--- config.mk ---
export PLATFORM = sky130hd
export DESIGN_NAME = int_to_ascii_radix_top
export DESIGN_NICKNAME = d
export VERILOG_FILES = /design/src/sv/itar_pkg.sv /design/src/sv/itar_ctrl.sv /design/src/sv/itar_dpath.sv /design/src/sv/int_to_ascii_radix_top.sv
export SDC_FILE = /design/constraint.sdc
export NUM_CORES = 1
export LEC_CHECK = 0
export BUFFER_PORTS_ARGS = -buffer_cell sky130_fd_sc_hd__clkbuf_2
export CORE_MARGIN = 8
export CORE_UTILIZATION = 30
export DETAILED_ROUTE_END_ITERATION = 12
export GPL_TIMING_DRIVEN = 0
export PLACE_DENSITY = 0.55
export SYNTH_ARGS = -nofsm -noshare
export SYNTH_HDL_FRONTEND = slang
export SYNTH_SLANG_ARGS = --single-unit
--- constraint.sdc ---
create_clock -name clk -period 9.2 [get_ports clk]
set_input_delay 0.46 -clock clk [delete_from_list [all_inputs] [get_ports clk]]
set_output_delay 0.46 -clock clk [all_outputs]
set_load 0.1 [all_outputs]
--- src/sv/itar_pkg.sv ---
// ----------------------------------------------------------------------------
// itar_pkg
// Shared constants, types and helpers for the integer-to-ASCII radix converter.
// ----------------------------------------------------------------------------
package itar_pkg;

  localparam int VALUE_W     = 32;
  localparam int RADIX_W     = 6;
  localparam int CHAR_W      = 7;
  localparam int STORE_DEPTH = VALUE_W + 1;
  localparam int ADDR_W      = $clog2(STORE_DEPTH);
  localparam int BIT_CNT_W   = $clog2(VALUE_W);

  localparam logic [RADIX_W-1:0] RADIX_RESET = RADIX_W'(10);
  localparam logic [RADIX_W-1:0] RADIX_MIN   = RADIX_W'(2);
  localparam logic [RADIX_W-1:0] RADIX_MAX   = RADIX_W'(36);

  localparam logic [CHAR_W-1:0] CHAR_ZERO  = 7'h30;
  localparam logic [CHAR_W-1:0] CHAR_A     = 7'h61;
  localparam logic [CHAR_W-1:0] CHAR_MINUS = 7'h2D;
  localparam logic [CHAR_W-1:0] CHAR_NONE  = 7'h00;

  typedef enum logic [2:0] {
    S_IDLE,
    S_EMPTY,
    S_DIVIDE,
    S_DIGIT,
    S_SIGN,
    S_EMIT_RD,
    S_EMIT_LD
  } state_t;

  // Controller to datapath
  typedef struct packed {
    logic load;       // capture magnitude and sign of a new number
    logic div_step;   // one restoring-division bit
    logic digit_wr;   // store the digit of the remainder, restart divider
    logic sign_wr;    // store the minus sign
    logic emit_init;  // point the read pointer at the top character
    logic rd_en;      // read one character from the store
    logic out_load;   // move the read character to the output register
    logic out_empty;  // load the empty-string result
  } ctrl_cmd_t;

  // Datapath to controller
  typedef struct packed {
    logic radix_ok;
    logic div_last;
    logic quot_zero;
    logic count_full;
    logic negative;
    logic rd_last;
    logic out_free;
  } ctrl_sts_t;

  function automatic logic [CHAR_W-1:0] digit_char(input logic [RADIX_W-1:0] d);
    logic [CHAR_W-1:0] d_ext;
    d_ext = {{(CHAR_W-RADIX_W){1'b0}}, d};
    if (d < RADIX_W'(10)) begin
      digit_char = CHAR_ZERO + d_ext;
    end else begin
      digit_char = CHAR_A + d_ext - CHAR_W'(10);
    end
  endfunction

endpackage

--- src/sv/itar_ctrl.sv ---
// ----------------------------------------------------------------------------
// itar_ctrl
// Sequencer: division per digit, sign insertion, then character emission, or the empty result for an invalid radix.
// ----------------------------------------------------------------------------
module itar_ctrl (
  input  logic                clk,
  input  logic                rst,
  input  logic                in_valid,
  output logic                in_stall,
  input  itar_pkg::ctrl_sts_t sts,
  output itar_pkg::ctrl_cmd_t cmd
);

  itar_pkg::state_t state;
  itar_pkg::state_t state_next;

  always_ff @(posedge clk) begin
    if (rst) begin
      state <= itar_pkg::S_IDLE;
    end else begin
      state <= state_next;
    end
  end

  always_comb begin
    state_next = state;
    cmd        = '0;
    in_stall   = 1'b1;
    unique case (state)
      itar_pkg::S_IDLE: begin
        in_stall = 1'b0;
        if (in_valid) begin
          cmd.load   = 1'b1;
          state_next = sts.radix_ok ? itar_pkg::S_DIVIDE : itar_pkg::S_EMPTY;
        end
      end
      itar_pkg::S_EMPTY: begin
        if (sts.out_free) begin
          cmd.out_empty = 1'b1;
          state_next    = itar_pkg::S_IDLE;
        end
      end
      itar_pkg::S_DIVIDE: begin
        cmd.div_step = 1'b1;
        if (sts.div_last) begin
          state_next = itar_pkg::S_DIGIT;
        end
      end
      itar_pkg::S_DIGIT: begin
        cmd.digit_wr = 1'b1;
        if (!sts.quot_zero && !sts.count_full) begin
          state_next = itar_pkg::S_DIVIDE;
        end else if (sts.negative) begin
          state_next = itar_pkg::S_SIGN;
        end else begin
          cmd.emit_init = 1'b1;
          state_next    = itar_pkg::S_EMIT_RD;
        end
      end
      itar_pkg::S_SIGN: begin
        cmd.sign_wr   = 1'b1;
        cmd.emit_init = 1'b1;
        state_next    = itar_pkg::S_EMIT_RD;
      end
      itar_pkg::S_EMIT_RD: begin
        cmd.rd_en  = 1'b1;
        state_next = itar_pkg::S_EMIT_LD;
      end
      itar_pkg::S_EMIT_LD: begin
        if (sts.out_free) begin
          cmd.out_load = 1'b1;
          state_next   = sts.rd_last ? itar_pkg::S_IDLE : itar_pkg::S_EMIT_RD;
        end
      end
      default: begin
        state_next = itar_pkg::S_IDLE;
      end
    endcase
  end

  a_digit_after_divide: assert property (@(posedge clk) disable iff (rst)
    state == itar_pkg::S_DIGIT |-> $past(state) == itar_pkg::S_DIVIDE)
    else $error("digit stored without a finished division");

  a_load_needs_free: assert property (@(posedge clk) disable iff (rst)
    (cmd.out_load || cmd.out_empty) |-> sts.out_free)
    else $error("output register overwritten while held");

  a_accept_only_idle: assert property (@(posedge clk) disable iff (rst)
    cmd.load |=> state != itar_pkg::S_IDLE)
    else $error("accepted number did not start a conversion");

endmodule

--- src/sv/itar_dpath.sv ---
// ----------------------------------------------------------------------------
// itar_dpath
// Radix register, bit-serial divider, character store and output register.
// ----------------------------------------------------------------------------
module itar_dpath (
  input  logic                                 clk,
  input  logic                                 rst,
  input  logic                                 cfg_wr_en,
  input  logic [itar_pkg::RADIX_W-1:0]         cfg_wr_data,
  input  logic signed [itar_pkg::VALUE_W-1:0]  number,
  input  itar_pkg::ctrl_cmd_t                  cmd,
  output itar_pkg::ctrl_sts_t                  sts,
  output logic                                 out_valid,
  input  logic                                 out_stall,
  output logic [itar_pkg::CHAR_W-1:0]          ascii_char,
  output logic                                 last_char,
  output logic                                 empty_string
);

  logic [itar_pkg::RADIX_W-1:0]   radix;
  logic [itar_pkg::VALUE_W-1:0]   quot;
  logic [itar_pkg::RADIX_W-1:0]   rem;
  logic                           negative;
  logic [itar_pkg::BIT_CNT_W-1:0] bit_cnt;
  logic [itar_pkg::ADDR_W-1:0]    char_count;
  logic [itar_pkg::ADDR_W-1:0]    rd_ptr;
  logic [itar_pkg::CHAR_W-1:0]    rd_data;
  logic [itar_pkg::CHAR_W-1:0]    store [itar_pkg::STORE_DEPTH];

  logic [itar_pkg::VALUE_W-1:0]   num_u;
  logic [itar_pkg::VALUE_W-1:0]   mag;
  logic [itar_pkg::RADIX_W:0]     rem_shift;
  logic [itar_pkg::RADIX_W:0]     rem_diff;
  logic                           rem_ge;
  logic                           wr_en;
  logic [itar_pkg::CHAR_W-1:0]    wr_data;
  logic                           out_free;

  assign num_u = $unsigned(number);
  assign mag   = num_u[itar_pkg::VALUE_W-1] ? (~num_u + itar_pkg::VALUE_W'(1)) : num_u;

  // Restoring division step: shift in the next dividend bit, subtract if it fits
  assign rem_shift = {rem, quot[itar_pkg::VALUE_W-1]};
  assign rem_diff  = rem_shift - {1'b0, radix};
  assign rem_ge    = rem_shift >= {1'b0, radix};

  assign wr_en   = cmd.digit_wr || cmd.sign_wr;
  assign wr_data = cmd.sign_wr ? itar_pkg::CHAR_MINUS : itar_pkg::digit_char(rem);

  assign out_free = !out_valid || !out_stall;

  always_comb begin
    sts            = '0;
    sts.radix_ok   = (radix >= itar_pkg::RADIX_MIN) && (radix <= itar_pkg::RADIX_MAX);
    sts.div_last   = bit_cnt == itar_pkg::BIT_CNT_W'(itar_pkg::VALUE_W - 1);
    sts.quot_zero  = quot == '0;
    sts.count_full = char_count == itar_pkg::ADDR_W'(itar_pkg::STORE_DEPTH - 2);
    sts.negative   = negative;
    sts.rd_last    = rd_ptr == '0;
    sts.out_free   = out_free;
  end

  always_ff @(posedge clk) begin
    if (rst) begin
      radix <= itar_pkg::RADIX_RESET;
    end else if (cfg_wr_en) begin
      radix <= cfg_wr_data;
    end
  end

  always_ff @(posedge clk) begin
    if (rst) begin
      quot       <= '0;
      rem        <= '0;
      bit_cnt    <= '0;
      char_count <= '0;
      negative   <= 1'b0;
    end else begin
      if (cmd.load) begin
        quot       <= mag;
        rem        <= '0;
        bit_cnt    <= '0;
        char_count <= '0;
        negative   <= num_u[itar_pkg::VALUE_W-1];
      end
      if (cmd.div_step) begin
        quot    <= {quot[itar_pkg::VALUE_W-2:0], rem_ge};
        rem     <= rem_ge ? rem_diff[itar_pkg::RADIX_W-1:0] : rem_shift[itar_pkg::RADIX_W-1:0];
        bit_cnt <= bit_cnt + itar_pkg::BIT_CNT_W'(1);
      end
      if (cmd.digit_wr) begin
        rem     <= '0;
        bit_cnt <= '0;
      end
      if (wr_en) begin
        char_count <= char_count + itar_pkg::ADDR_W'(1);
      end
    end
  end

  // Character store, least significant digit at address zero
  always_ff @(posedge clk) begin
    if (wr_en) begin
      store[char_count] <= wr_data;
    end
    if (cmd.rd_en) begin
      rd_data <= store[rd_ptr];
    end
  end

  // Read pointer walks down from the top character
  always_ff @(posedge clk) begin
    if (cmd.emit_init) begin
      rd_ptr <= char_count;
    end else if (cmd.out_load) begin
      rd_ptr <= rd_ptr - itar_pkg::ADDR_W'(1);
    end
  end

  always_ff @(posedge clk) begin
    if (rst) begin
      out_valid <= 1'b0;
    end else if (cmd.out_load || cmd.out_empty) begin
      out_valid <= 1'b1;
    end else if (!out_stall) begin
      out_valid <= 1'b0;
    end
  end

  always_ff @(posedge clk) begin
    if (cmd.out_load) begin
      ascii_char   <= rd_data;
      last_char    <= rd_ptr == '0;
      empty_string <= 1'b0;
    end else if (cmd.out_empty) begin
      ascii_char   <= itar_pkg::CHAR_NONE;
      last_char    <= 1'b1;
      empty_string <= 1'b1;
    end
  end

  a_empty_is_last: assert property (@(posedge clk) disable iff (rst)
    out_valid && empty_string |-> last_char && ascii_char == itar_pkg::CHAR_NONE)
    else $error("empty result must be a single last character");

  a_count_bound: assert property (@(posedge clk) disable iff (rst)
    char_count <= itar_pkg::ADDR_W'(itar_pkg::STORE_DEPTH))
    else $error("character count beyond store depth");

  a_no_write_during_divide: assert property (@(posedge clk) disable iff (rst)
    cmd.div_step |-> !wr_en && !cmd.load)
    else $error("store or load disturbs a running division");

endmodule

--- src/sv/int_to_ascii_radix_top.sv ---
// ----------------------------------------------------------------------------
// int_to_ascii_radix_top
// Converts a signed 32-bit integer to lower-case ASCII text in radix 2..36.
// ----------------------------------------------------------------------------
// Usage:
//   Input channel (in_valid/in_stall, number) takes one integer per transfer.
//   Output channel (out_valid/out_stall) delivers one character per transfer,
//   most significant first, with a leading '-' for negative numbers and
//   last_char set on the final one. An invalid radix gives one transfer with
//   empty_string and last_char set and ascii_char zero.
//   The radix register is written through cfg_wr_en/cfg_wr_data; the user
//   must do so only while idle, which the block itself does not enforce.
// Operation:
//   Each digit takes 32 steps of the bit-serial divider and is then stored.
//   A sign, if any, is stored after the digits, and each character then
//   passes through the store read port and the output register.
//   A new number is taken once the last character sits in the output register.
// Reset: rst (synchronous) sets the radix to 10 and empties the output.
// A stalled receiver holds the output register and the sequencer waits.
// ----------------------------------------------------------------------------
module int_to_ascii_radix_top (
  input  logic                                clk,
  input  logic                                rst,
  input  logic                                cfg_wr_en,
  input  logic [itar_pkg::RADIX_W-1:0]        cfg_wr_data,
  input  logic                                in_valid,
  output logic                                in_stall,
  input  logic signed [itar_pkg::VALUE_W-1:0] number,
  output logic                                out_valid,
  input  logic                                out_stall,
  output logic [itar_pkg::CHAR_W-1:0]         ascii_char,
  output logic                                last_char,
  output logic                                empty_string
);

  itar_pkg::ctrl_cmd_t cmd;
  itar_pkg::ctrl_sts_t sts;

  itar_ctrl u_ctrl (
    .clk      (clk),
    .rst      (rst),
    .in_valid (in_valid),
    .in_stall (in_stall),
    .sts      (sts),
    .cmd      (cmd)
  );

  itar_dpath u_dpath (
    .clk          (clk),
    .rst          (rst),
    .cfg_wr_en    (cfg_wr_en),
    .cfg_wr_data  (cfg_wr_data),
    .number       (number),
    .cmd          (cmd),
    .sts          (sts),
    .out_valid    (out_valid),
    .out_stall    (out_stall),
    .ascii_char   (ascii_char),
    .last_char    (last_char),
    .empty_string (empty_string)
  );

endmodule
Word-level counts from Yosys, hierarchy flattened
Memories as Yosys holds them, arrays and structs flattened. A register that Yosys moved wholly into a read port is not among the register bits. Index checks and enable logic that the tools add are counted.

Register bits: 75. RAM bits: 231. Input bits: 43. Output and inout port bits: 11. Word-level logic and storage cells: 100. Memories kept: 1.

Memory list: u_dpath.store (depth 33, bits a word 7, rd ports 1, clocked after memory_dff 1, wr ports 1, RTL line itar_dpath.sv:28) `logic [itar_pkg::CHAR_W-1:0] store [itar_pkg::STORE_DEPTH];`.

$add $sub $neg: 8. $lt $le $gt $ge: 4. Equality and inequality tests: 13. Muxes and demuxes: 43. Bitwise logic cells: 1. Reduce and logical (&&, ||, !) cells: 18.

Operators by type and width (count): 32-bit 2-to-1 mux (3); 6-bit 2-to-1 mux (6); 32-bit by 1-bit adder with 32-bit output, second input constant (1); 32-bit logical NOT (1); 32-bit NOT (1); 7-bit 2-to-1 mux (4); 3-bit one-hot mux with 7 select lines (1); 1-bit 2-to-1 mux (19); 3-bit 2-to-1 mux (6); 5-bit 2-to-1 mux (2); 3-bit equality test, second input constant (3); 2-bit nonzero test (4); 6-bit by 6-bit adder with 7-bit output, first input constant (1); 7-bit by 6-bit adder with 7-bit output, first input constant (1); 7-bit by 6-bit >= comparator with 1-bit output (1); 7-bit by 4-bit subtractor with 7-bit output, second input constant (1); 6-bit by 1-bit adder with 6-bit output, second input constant (1); 3-bit by 2-bit equality test with 1-bit output, second input constant (2); 6-bit by 5-bit equality test with 1-bit output, second input constant (1); 6-bit by 2-bit >= comparator with 1-bit output, second input constant (1); 6-bit <= comparator, second input constant (1); 6-bit logical NOT (1); 6-bit by 4-bit < comparator with 1-bit output, second input constant (1); 2-bit by 1-bit != test with 1-bit output, second input constant (3); other kinds (14) (21).

Longest topological paths before layout
Gate-level depths: netlist (run 1).

Depth after elaboration: 6. Mapped depth: 9. Depth with buffers taken out: 9.

Cells and area by module
A second synthesis (run 1) with hierarchy kept.

Cells, all modules: 1000. Area, all modules: 13939.6 um2.

By module, submodules not included: itar_dpath (instances 1, cells each 955, area each 13590.5 um2, sequential area each 8728.4 um2); itar_ctrl (instances 1, cells each 45, area each 349.1 um2, sequential area each 60.1 um2).

Least setup slack after synthesis (run 1)
Ideal clock, no wire load.

Path kind: reg-to-reg. Start: register u_dpath.rem[4] in the netlist's numbering. End: memory u_dpath.store[0][1] in the netlist's numbering, data pin. Library setup time: 0.475 ns. Arrival: 2.415 ns. Data required time: 8.725 ns. Path slack: 6.310 ns. Stages on the path, launching flop included: 6. Path buffers: 0. Clock period less this slack: 2.890 ns. Cells stage by stage: dfxtp_1 > inv_1 > ha_1 > nand2_1 > nor2_1 > a211oi_1.

Cells in the longest elaborated chain, start to end: 3.

RTL lines: start: declaration (RTL line itar_dpath.sv:22) `logic [itar_pkg::RADIX_W-1:0] rem;`; start signal: assignment (RTL line itar_dpath.sv:88) `rem <= rem_ge ? rem_diff[itar_pkg::RADIX_W-1:0] : rem_shift[itar_pkg::RADIX_W-1:0];`; 6-bit by 4-bit < comparator with 1-bit output (RTL line itar_pkg.sv:59) `if (d < RADIX_W'(10)) begin`; 7-bit 2-to-1 mux (RTL line itar_pkg.sv:59); 7-bit 2-to-1 mux (RTL line itar_dpath.sv:48) `assign wr_data = cmd.sign_wr ? itar_pkg::CHAR_MINUS : itar_pkg::digit_char(rem);`; via u_dpath.wr_data, one bit (RTL line itar_dpath.sv:36) `logic [itar_pkg::CHAR_W-1:0] wr_data;`; end: declaration (RTL line itar_dpath.sv:28).

The timed path passes the listed nets, and every way through them passes these cells.

==> results.md, run 1 <==
* HPWL Detailed at 24500 µm
* First-pass GRT wire length at 54300 µm
* Normalized max-slew margin at 0.166
* Clk sink count at 313
* CP max-delay cell: clkbuf_1
* Antenna violations before repair at 0
* Mean post-synth cell area at 14.0 µm²
* Largest delay share family, worst path: buffers and inverters
* Mapped Cells at 975
* Crit-path cells: clkbuf_1 -> clkbuf_1 -> clkbuf_1 -> mux2i_1 -> nand2_1 -> o211ai_1 -> nand3_1
* Number of global-route vias before repair at 8829
* Worst setup EP type: flop
* # setup viols final at 0
* Cell Pwr Density at 218 nW/µm²
* Resized cells post-CTS at 0
* Layout area overhead at 17.3%
* Ant. Diodes at 0
* Layout cell share with drive strength beyond 1 at 0.183
* Synthesized area at 13700 µm²
* DR vias at 8769
* Io pins at 54
* Status: completed
* Clk_skew at 32.5 ps
* Longest Clk Path Bufs at 3
* Leak at 5.44 nW
* Die width at 230 µm
* CP arrival at 3730 ps
* CP peak stage delay at 820 ps
* Seq/Total Area, Yosys at 0.642
* Final Non-Filler Cells at 1696
* Post-synth ARST share at 0
* Fmax at 289 MHz
* RSZ-0062 raised after global routing: no
* Core footprint at 45200 µm²
* # hold bufs at CTS at 0
* TritonCTS clock tree: done
* Hold Crit Class: in -> reg
* Most frequent cells in the layout: edfxtp_1, nor2_1, dfxtp_1
* Reg2reg end: u_dpath.rd_data[0]$_DFFE_PP_
* Worst R2R Start: u_dpath.rd_ptr[2]$_DFFE_PP_
* Final Hold Viols at 0
* Syn nets at 1035
* Die area at 52700 µm²
* CTS root buf: clkbuf_16
* # Post-CTS Setup Buffers at 0
* Hold endpoint: u_dpath.radix[3]$_SDFFE_PP1P_
* Placement Cell Area at 14800 µm²
* Final min period at 3460 ps
* Post-Route WL at 35300 µm
* Post-route cell area at 16100 µm²
* CP required at 9470 ps
* Tightest Pin Transition at 1240 ps
* Pins Over Slew Limit at 0
* Placed Cells at 1632
* Vias per cell at 5.17
* Commonest non-fill, non-tap cell in the layout: edfxtp_1
* Crit start category: flop
* Max_cap viols at 0
* Main synth FF type: edfxtp_1
* Hold Path Stages at 3
* Critical path fanouts, max at 10
* Routability congestion estimate at 0.849
* Synth unique cells at 65
* YS warnings at 0
* Critical path type: reg -> reg
* CTS Buf Count at 35
* Total negative slack at 0 ps
* Register clock-pin slew on the reported worst setup and hold paths at 60 ps
* H-tree lvl count at 2
* Drc violations at 0
* CP bufs+invs at 3
* Grt ovf at 0
* IO buf count at 52
* GRT Util Overall at 0.133
* Clock latency at the later pin of the worst-skew pair at 540 ps
* Drt initial violations at 861
* Die H at 230 µm
* VDD IR max at 0.000127 V
* Antenna viol nets, final at 0
* Initial Util at 0.303
* Detailed Routing Iterations Pass 1 at 6
* #FFs+latches synth at 313
* Min-Delay Startpoint: cfg_wr_data[3]
* Crit path top cell by count: clkbuf_1
* R2R setup slack at 5740 ps
* R2R cell count at 7
* Pin count of the biggest net entering global routing at 34
* EDFF count, synth at 252
* DR WL/cell at 20.8 µm
* Final net count at 1130
* Site Rows at 78
* Total power at 3.50 mW
* Final Cycle Share at 0.376
## power by group
part | switching [mW] | total (mW) | internal (mW)
clock | 0.574 | 1.47 | 0.894
combinational | 0.284 | 0.409 | 0.125
sequential | 0.0309 | 1.62 | 1.59
## state kept, by name, indices dropped and copies added, names as in the netlist, 3 cells and up
register and cells:
u_ctrl.state 3, u_dpath.ascii_char 7, u_dpath.bit_cnt 5, u_dpath.char_count 6
u_dpath.quot 32, u_dpath.radix 6, u_dpath.rd_data 7, u_dpath.rd_ptr 6
u_dpath.rem 6, u_dpath.store 231
## worst min-delay path: cells and delay by family
| family | cells | cell delay, ps |
|---|---|---|
| compound gates | 1 | 60 |
| simple gates | 1 | 40 |
| buf+inv | 1 | 70 |
## kinds of logic after synthesis
| group | share of synthesized area |
|---|---|
| xor+xnor | 0.0256 |
| mux | 0.112 |
| fa+ha+maj | 0.0161 |
| buf+inv | 0.0222 |
| compound gates | 0.0901 |
| simple gates | 0.0919 |
| flops | 0.642 |
## synthesized netlist by cell type, types with 17 or more instances
master,count,area (µm²)
xnor2_1,24,210
nor3_1,25,125
nand2_1,58,218
mux2i_1,24,240
a22oi_1,20,150
a222oi_1,20,200
dfxtp_1,61,1220
o21ai_0,29,145
mux2_2,17,191
inv_1,24,90.1
clkbuf_1,41,154
mux4_2,49,1100
edfxtp_1,252,7570
nor2_1,89,334
a21oi_1,35,175
## layout make-up
type                    count  area [µm²]
repair buffers             58         373
well taps                 600         751
clock inverters            18         277
inverters                  25        93.8
flip-flops and latches    313        8790
clock buffers              45         933
multi-input cells         584        4640
plain buffers              53         210
fillers                  4347       29100
## per-stage QoR
step	hold WS, ps	setup slack [ps]	util
3_5_place_dp	460	5750	0.328
3_3_place_gp	453	4370	0.325
2_1_floorplan	436	6310	-
5_1_grt	155	5580	0.356
4_1_cts	139	5740	0.355
6_report	154	5740	0.356
## how the worst max path moves through the flow
stage                                    endpoint  cells after the start                    startpoint
global placement    u_dpath.store[4][1]$_DFFE_PP_                      4  u_ctrl.state[1]$_SDFFE_PP0P_
detailed placement   u_dpath.rd_data[0]$_DFFE_PP_                      6   u_dpath.rd_ptr[2]$_DFFE_PP_
CTS                  u_dpath.rd_data[0]$_DFFE_PP_                      6   u_dpath.rd_ptr[2]$_DFFE_PP_
finish               u_dpath.rd_data[0]$_DFFE_PP_                      7   u_dpath.rd_ptr[2]$_DFFE_PP_
floorplan           u_dpath.store[0][1]$_DFFE_PP_                      5   u_dpath.rem[4]$_SDFFE_PP0P_
global route         u_dpath.rd_data[0]$_DFFE_PP_                      6   u_dpath.rd_ptr[2]$_DFFE_PP_
## per-layer routing
metal	up-vias	track usage	share of wire
li1	4022	-	-
met1	4413	0.171	0.43
met2	281	0.221	0.49
met3	53	0.0221	0.054
met4	0	0.0502	0.032
met5	-	0	0
Note: power is estimated with default switching activity, not from simulation.
==> run 2, diff against run 1 <==
--- a/config.mk
+++ b/config.mk
@@ -10,7 +10,7 @@
 export CORE_UTILIZATION = 30
 export DETAILED_ROUTE_END_ITERATION = 12
 export GPL_TIMING_DRIVEN = 0
-export PLACE_DENSITY = 0.55
+export PLACE_DENSITY = 0.56
 export SYNTH_ARGS = -nofsm -noshare
 export SYNTH_HDL_FRONTEND = slang
 export SYNTH_SLANG_ARGS = --single-unit
==> constraint.sdc (replaced) <==
create_clock -name clk -period 2.85 [get_ports clk]
set_input_delay 0.1425 -clock clk [delete_from_list [all_inputs] [get_ports clk]]
set_output_delay 0.1425 -clock clk [all_outputs]
set_load 0.1 [all_outputs]
==> run 2 against run 1 <==
Compared with the run above:
- final cell count grew 1.0%
- count of clock-buffer cells in the layout shrank 2
- maximum frequency grew 23%
- routed wire length is essentially flat
- die area is the same
- sequential cell count is the same
- non-clock buffer count grew 24
- global-route usage shrank 0.14 points
- via count grew 0.36%
- cell area grew 1.1%
- setup slack lost 5700 ps
- sequential power grew to 3.2 times the previous value
- largest cell class unchanged
- largest power group unchanged
==> results.md, run 2 (synthesis gave the netlist of run 1 again) <==
* Status: completed
* Tightest Pin Transition at 1160 ps
* Final min period at 2820 ps
* Drc violations at 0
* Leak at 5.53 nW
* # setup viols final at 0
* Worst path depth at 6
* Register clock-pin slew on the reported worst setup and hold paths at 60 ps
* Vias per cell at 5.14
* GRT Util Overall at 0.131
* CP peak stage delay at 570 ps
* First-pass GRT wire length at 54000 µm
* Most frequent cells in the layout: edfxtp_1, nor2_1, dfxtp_1
* Crit start category: flop
* Reg with most FFs: u_dpath.store
* Antenna violations before repair at 0
* Hold Path Stages at 4
* Reg2reg end: u_dpath.store[31][0]$_DFFE_PP_
* Grt ovf at 0
* Pin count of the biggest net entering global routing at 34
* Post-placement worst setup slack at -681 ps
* CTS root buf: clkbuf_16
* Number of global-route vias before repair at 8886
* R2R setup slack at 30 ps
* Clk_skew at 10.9 ps
* Hold Crit Class: in -> reg
* Detailed Routing Iterations Pass 1 at 6
* CP max-delay cell: nor2_2
* CP bufs+invs at 2
* H-tree lvl count at 1
* Clock latency at the later pin of the worst-skew pair at 580 ps
* Post-Route WL at 35300 µm
* Commonest non-fill, non-tap cell in the layout: edfxtp_1
* Share of power burned in combinational logic at 0.129
* HPWL Detailed at 24600 µm
* Final Hold Viols at 0
* Die area at 52700 µm²
* Site Rows at 78
* CTS Buf Count at 31
* Pins Over Slew Limit at 0
* Final Cycle Share at 0.989
* VDD IR max at 0.000479 V
* Die width at 230 µm
* Max_cap viols at 0
* Share of the core filled with cells at 0.359
* Worst setup EP type: flop
* Layout cell share with drive strength beyond 1 at 0.203
* Worst R2R Start: u_ctrl.state[1]$_SDFFE_PP0P_
* Fmax at 355 MHz
* Min-Delay Startpoint: number[6]
* Final WS setup at 31.9 ps
* CP required at 3060 ps
* Die H at 230 µm
* IO buf count at 52
* Normalized max-slew margin at 0.225
* Crit-path cells: clkbuf_1 -> clkinv_1 -> nor3_1 -> o21a_1 -> nand3_1 -> nor2_2
* Ant. Diodes at 0
* Total negative slack at 0 ps
* Largest delay share family, worst path: simple AND/OR/NAND/NOR gates
* Antenna viol nets, final at 0
* Hold Slack at 20.8 ps
* Routability congestion estimate at 0.858
* Layout area overhead at 18.6%
* Flop pwr share at 0.500
* DR vias at 8801
* Io pins at 54
* Longest Clk Path Bufs at 3
* Critical path type: reg -> reg
* Max FFs per register at 231
* R2R cell count at 6
* Drt initial violations at 769
* Clock power share at 0.371
* Final net count at 1150
* CP arrival at 3030 ps
* Switching Share at 0.261
* Int Pwr at 7.72 mW
* Initial Util at 0.303
* Core footprint at 45200 µm²
* Cell Pwr Density at 644 nW/µm²
* Clk sink count at 313
* Critical path fanouts, max at 10
* # fillers at 4308
* Hold endpoint: u_dpath.quot[6]$_SDFFE_PP0P_
* TritonCTS clock tree: done
* RSZ-0062 raised after global routing: yes
* Switch Pwr at 2.73 mW
* Regs by FF count: u_dpath.store: 231 flops, u_dpath.quot: 32 flops
* DR WL/cell at 20.6 µm
[run 2: final cells by class]
| cell class | count | area, µm² | share of cell area |
|---|---|---|---|
| inverters | 25 | 93.8 | 0.00578 |
| well taps | 600 | 751 | 0.0462 |
| flip-flops and latches | 313 | 8790 | 0.541 |
| plain buffers | 52 | 231 | 0.0143 |
| clock inverters | 13 | 108 | 0.00663 |
| clock buffers | 43 | 851 | 0.0524 |
| multi-input cells | 584 | 4800 | 0.295 |
| repair buffers | 83 | 622 | 0.0383 |
[run 2: tightest hold or removal path, cell delays in order]
cell and delay [ps]:
clkbuf_2 110, xnor2_1 130, a222oi_1 90, nor2_1 80
[run 2: worst max-delay path by stage]
stage / start / endpoint / slack [ps]
floorplan: u_dpath.rem[4]$_SDFFE_PP0P_ / u_dpath.store[0][2]$_DFFE_PP_ / 30
global placement: u_dpath.rem[3]$_SDFFE_PP0P_ / u_dpath.store[4][2]$_DFFE_PP_ / -1610
detailed placement: u_dpath.rd_ptr[2]$_DFFE_PP_ / u_dpath.rd_data[0]$_DFFE_PP_ / -680
CTS: u_ctrl.state[1]$_SDFFE_PP0P_ / u_dpath.store[30][0]$_DFFE_PP_ / -300
global route: u_ctrl.state[1]$_SDFFE_PP0P_ / u_dpath.store[21][0]$_DFFE_PP_ / -210
finish: u_ctrl.state[1]$_SDFFE_PP0P_ / u_dpath.store[31][0]$_DFFE_PP_ / 30
[run 2: timing repair]
| action | 4_1_cts | 5_1_grt |
|---|---|---|
| pin swaps | 0 | 4 |
| setup buffers | 0 | 0 |
| setup endpoints to repair | 110 | 238 |
| hold endpoints to repair | 21 | 0 |
| hold buffers | 24 | 0 |
| gates resized for setup | 18 | 35 |
[run 2: per-stage QoR]
stage               instances  power (mW)  instance area, µm²
global placement         1627        6.57               14700
global route             1713        10.9               16200
finish                   1713        10.5               16200
detailed placement       1633        6.64               14900
floorplan                 975        6.19               13700
CTS                      1713        10.5               16100
[run 2: power by group through the flow]
stage,Clock (mW),Combinational (mW),Sequential [mW]
after floorplan,0,0.787,5.40
after global placement,0,1.24,5.33
after detailed placement,0,1.31,5.33
after CTS,3.96,1.34,5.23
after global routing,4.14,1.48,5.24
final,3.88,1.35,5.23
[run 2: metal layers]
layer,share of wire,global-route usage,routed length [µm]
met5,0,0,0
met4,0.027,0.0379,942
met3,0.051,0.0230,1810
met2,0.49,0.219,17200
met1,0.44,0.173,15400
==> run 3, diff against run 2 <==
--- a/config.mk
+++ b/config.mk
@@ -10,6 +10,7 @@
 export CORE_UTILIZATION = 30
 export DETAILED_ROUTE_END_ITERATION = 12
 export GPL_TIMING_DRIVEN = 0
+export HOLD_SLACK_MARGIN = 0.1
 export PLACE_DENSITY = 0.56
 export SYNTH_ARGS = -nofsm -noshare
 export SYNTH_HDL_FRONTEND = slang
==> run 3 against run 2 <==
Compared with the run above:
- largest power group unchanged
- first-iteration DRC count rose by 14%
- total power rose by 0.45%
- maximum frequency fell by 2.2%
- cell area rose by 2.5%
- largest cell class unchanged
- sequential share of layout area fell by 1.3 points
- the flow now finishes with violations (setup timing)
- sequential power barely moved
- critical endpoint is now u_dpath.store[21][6]$_DFFE_PP_
- clock power barely moved
- register-to-register slack got worse by 60 ps
==> results.md, run 3 (synthesis gave the netlist of run 1 again) <==
* Reg with most FFs: u_dpath.store
* CTS Buf Count at 31
* Clock latency at the later pin of the worst-skew pair at 580 ps
* Leak at 5.71 nW
* Antenna viol nets, final at 0
* Reg2reg end: u_dpath.store[21][6]$_DFFE_PP_
* DR WL/cell at 20.4 µm
* Routability congestion estimate at 0.858
* Crit. Startpoint: u_ctrl.state[1]$_SDFFE_PP0P_
* Hold Crit Class: in -> reg
* # fillers at 4270
* Share of the core filled with cells at 0.368
* Register area at 8790 µm²
* RSZ-0062 raised after global routing: yes
* Clk_skew at 13.1 ps
* Total power at 10.5 mW
* Max_cap viols at 0
* Crit-path cells: clkbuf_1 -> clkinv_1 -> nor3_1 -> o21a_1 -> nand3b_1 -> nor2_1
* R2R cell count at 6
* Vias per cell at 5.09
* Final net count at 1184
* IO buf count at 52
* Cell Pwr Density at 631 nW/µm²
* Multi-input gate area at 4810 µm²
* Die width at 230 µm
* CP endpoint: u_dpath.store[21][6]$_DFFE_PP_
* Core footprint at 45200 µm²
* Min-Delay Startpoint: number[1]
* Number of global-route vias before repair at 8995
* H-tree lvl count at 1
* Most frequent cells in the layout: edfxtp_1, nor2_1, dfxtp_1
* First-pass GRT wire length at 54400 µm
* Die H at 230 µm
* Ant. Diodes at 0
* Pin count of the biggest net entering global routing at 34
* Tightest Pin Transition at 1160 ps
* Placed Cells at 1633
* Violated checks: setup timing
* Grt ovf at 0
* Pins Over Slew Limit at 0
* Layout cell share with drive strength beyond 1 at 0.204
* # setup viols final at 14
* Normalized max-slew margin at 0.227
* Post-Route WL at 35600 µm
* CP arrival at 3090 ps
* Regs by FF count: u_dpath.store: 231 flops, u_dpath.quot: 32 flops
* Initial Util at 0.303
* TritonCTS clock tree: done
* Critical path type: reg -> reg
* Critical path fanouts, max at 10
* Die area at 52700 µm²
* DR vias at 8889
* Longest Clk Path Bufs at 3
* Final Hold Viols at 0
* CTS root buf: clkbuf_16
* Final min period at 2880 ps
* Site Rows at 78
* CP peak stage delay at 700 ps
* Fmax at 347 MHz
* CP max-delay cell: nor2_1
* Final WS setup at -32.1 ps
* Io pins at 54
* Register clock-pin slew on the reported worst setup and hold paths at 60 ps
* Antenna violations before repair at 0
* Clk sink count at 313
* Status: finished with violations
* Worst setup EP type: flop
* Post-placement worst setup slack at -681 ps
* Detailed Routing Iterations Pass 1 at 6
* Worst R2R Start: u_ctrl.state[1]$_SDFFE_PP0P_
* Drt initial violations at 880
* Hold Slack at 133 ps
* GRT Util Overall at 0.132
* HPWL Detailed at 24600 µm
* Final Non-Filler Cells at 1747
* Crit start category: flop
* Commonest non-fill, non-tap cell in the layout: edfxtp_1
* VDD IR max at 0.000482 V
* Drc violations at 0
* R2R setup slack at -30 ps
* Max FFs per register at 231
* CP required at 3050 ps
* Final Cycle Share at 1.01
* Layout area overhead at 21.6%
## run 3: how the worst min path moves through the flow
stage                                         end  slack [ps]  cells after the start
finish               u_dpath.quot[3]$_SDFFE_PP0P_         130                      5
global route         u_dpath.quot[3]$_SDFFE_PP0P_         130                      5
CTS                  u_dpath.quot[3]$_SDFFE_PP0P_         120                      5
detailed placement  u_dpath.radix[1]$_SDFFE_PP1P_         380                      3
global placement    u_dpath.radix[1]$_SDFFE_PP1P_         360                      3
floorplan           u_dpath.radix[1]$_SDFFE_PP1P_         270                      2
## run 3: cell type report
cell class,instances,area share
well taps,600,0.0451
clock inverters,13,0.00646
flip-flops and latches,313,0.528
inverters,25,0.00564
repair buffers,117,0.0608
multi-input cells,584,0.289
plain buffers,52,0.0139
clock buffers,43,0.0511
## run 3: stage by stage
| stage | TNS (ps) | cell area, µm² |
|---|---|---|
| global placement | -191090 | 14700 |
| CTS | -10720 | 16400 |
| global route | -7610 | 16600 |
| detailed placement | -22130 | 14900 |
| floorplan | 0 | 13700 |
| finish | -238 | 16600 |
## run 3: critical path: cells and delay by family (launching register included)
kind | cells | cell delay, ps
flip-flops | 1 | 300
AO/OA/AOI/OAI | 1 | 300
buffers and inverters | 2 | 570
AND/OR/NAND/NOR | 3 | 1340
## run 3: metal layers
metal | vias to the layer above | routed length (µm) | track usage
met1 | 4456 | 15400 | 0.172
li1 | 4128 | - | -
met2 | 243 | 17300 | 0.222
met5 | - | 0 | 0
met4 | 0 | 935 | 0.0377
met3 | 62 | 1990 | 0.0240
## run 3: where the power goes
part           internal [mW]  total (mW)  switching (mW)
combinational          0.454        1.39           0.936
clock                   2.17        3.89            1.71
sequential              5.13        5.23           0.101
total                   7.76        10.5            2.75
## run 3: what timing repair did
action                                  in CTS  in global routing
pin swaps                                    0                  7
resized for setup                           18                 37
setup buffers                                0                  7
hold buffers                                52                  0
endpoints found under the hold margin       40                  0
endpoints found under the setup margin     110                243
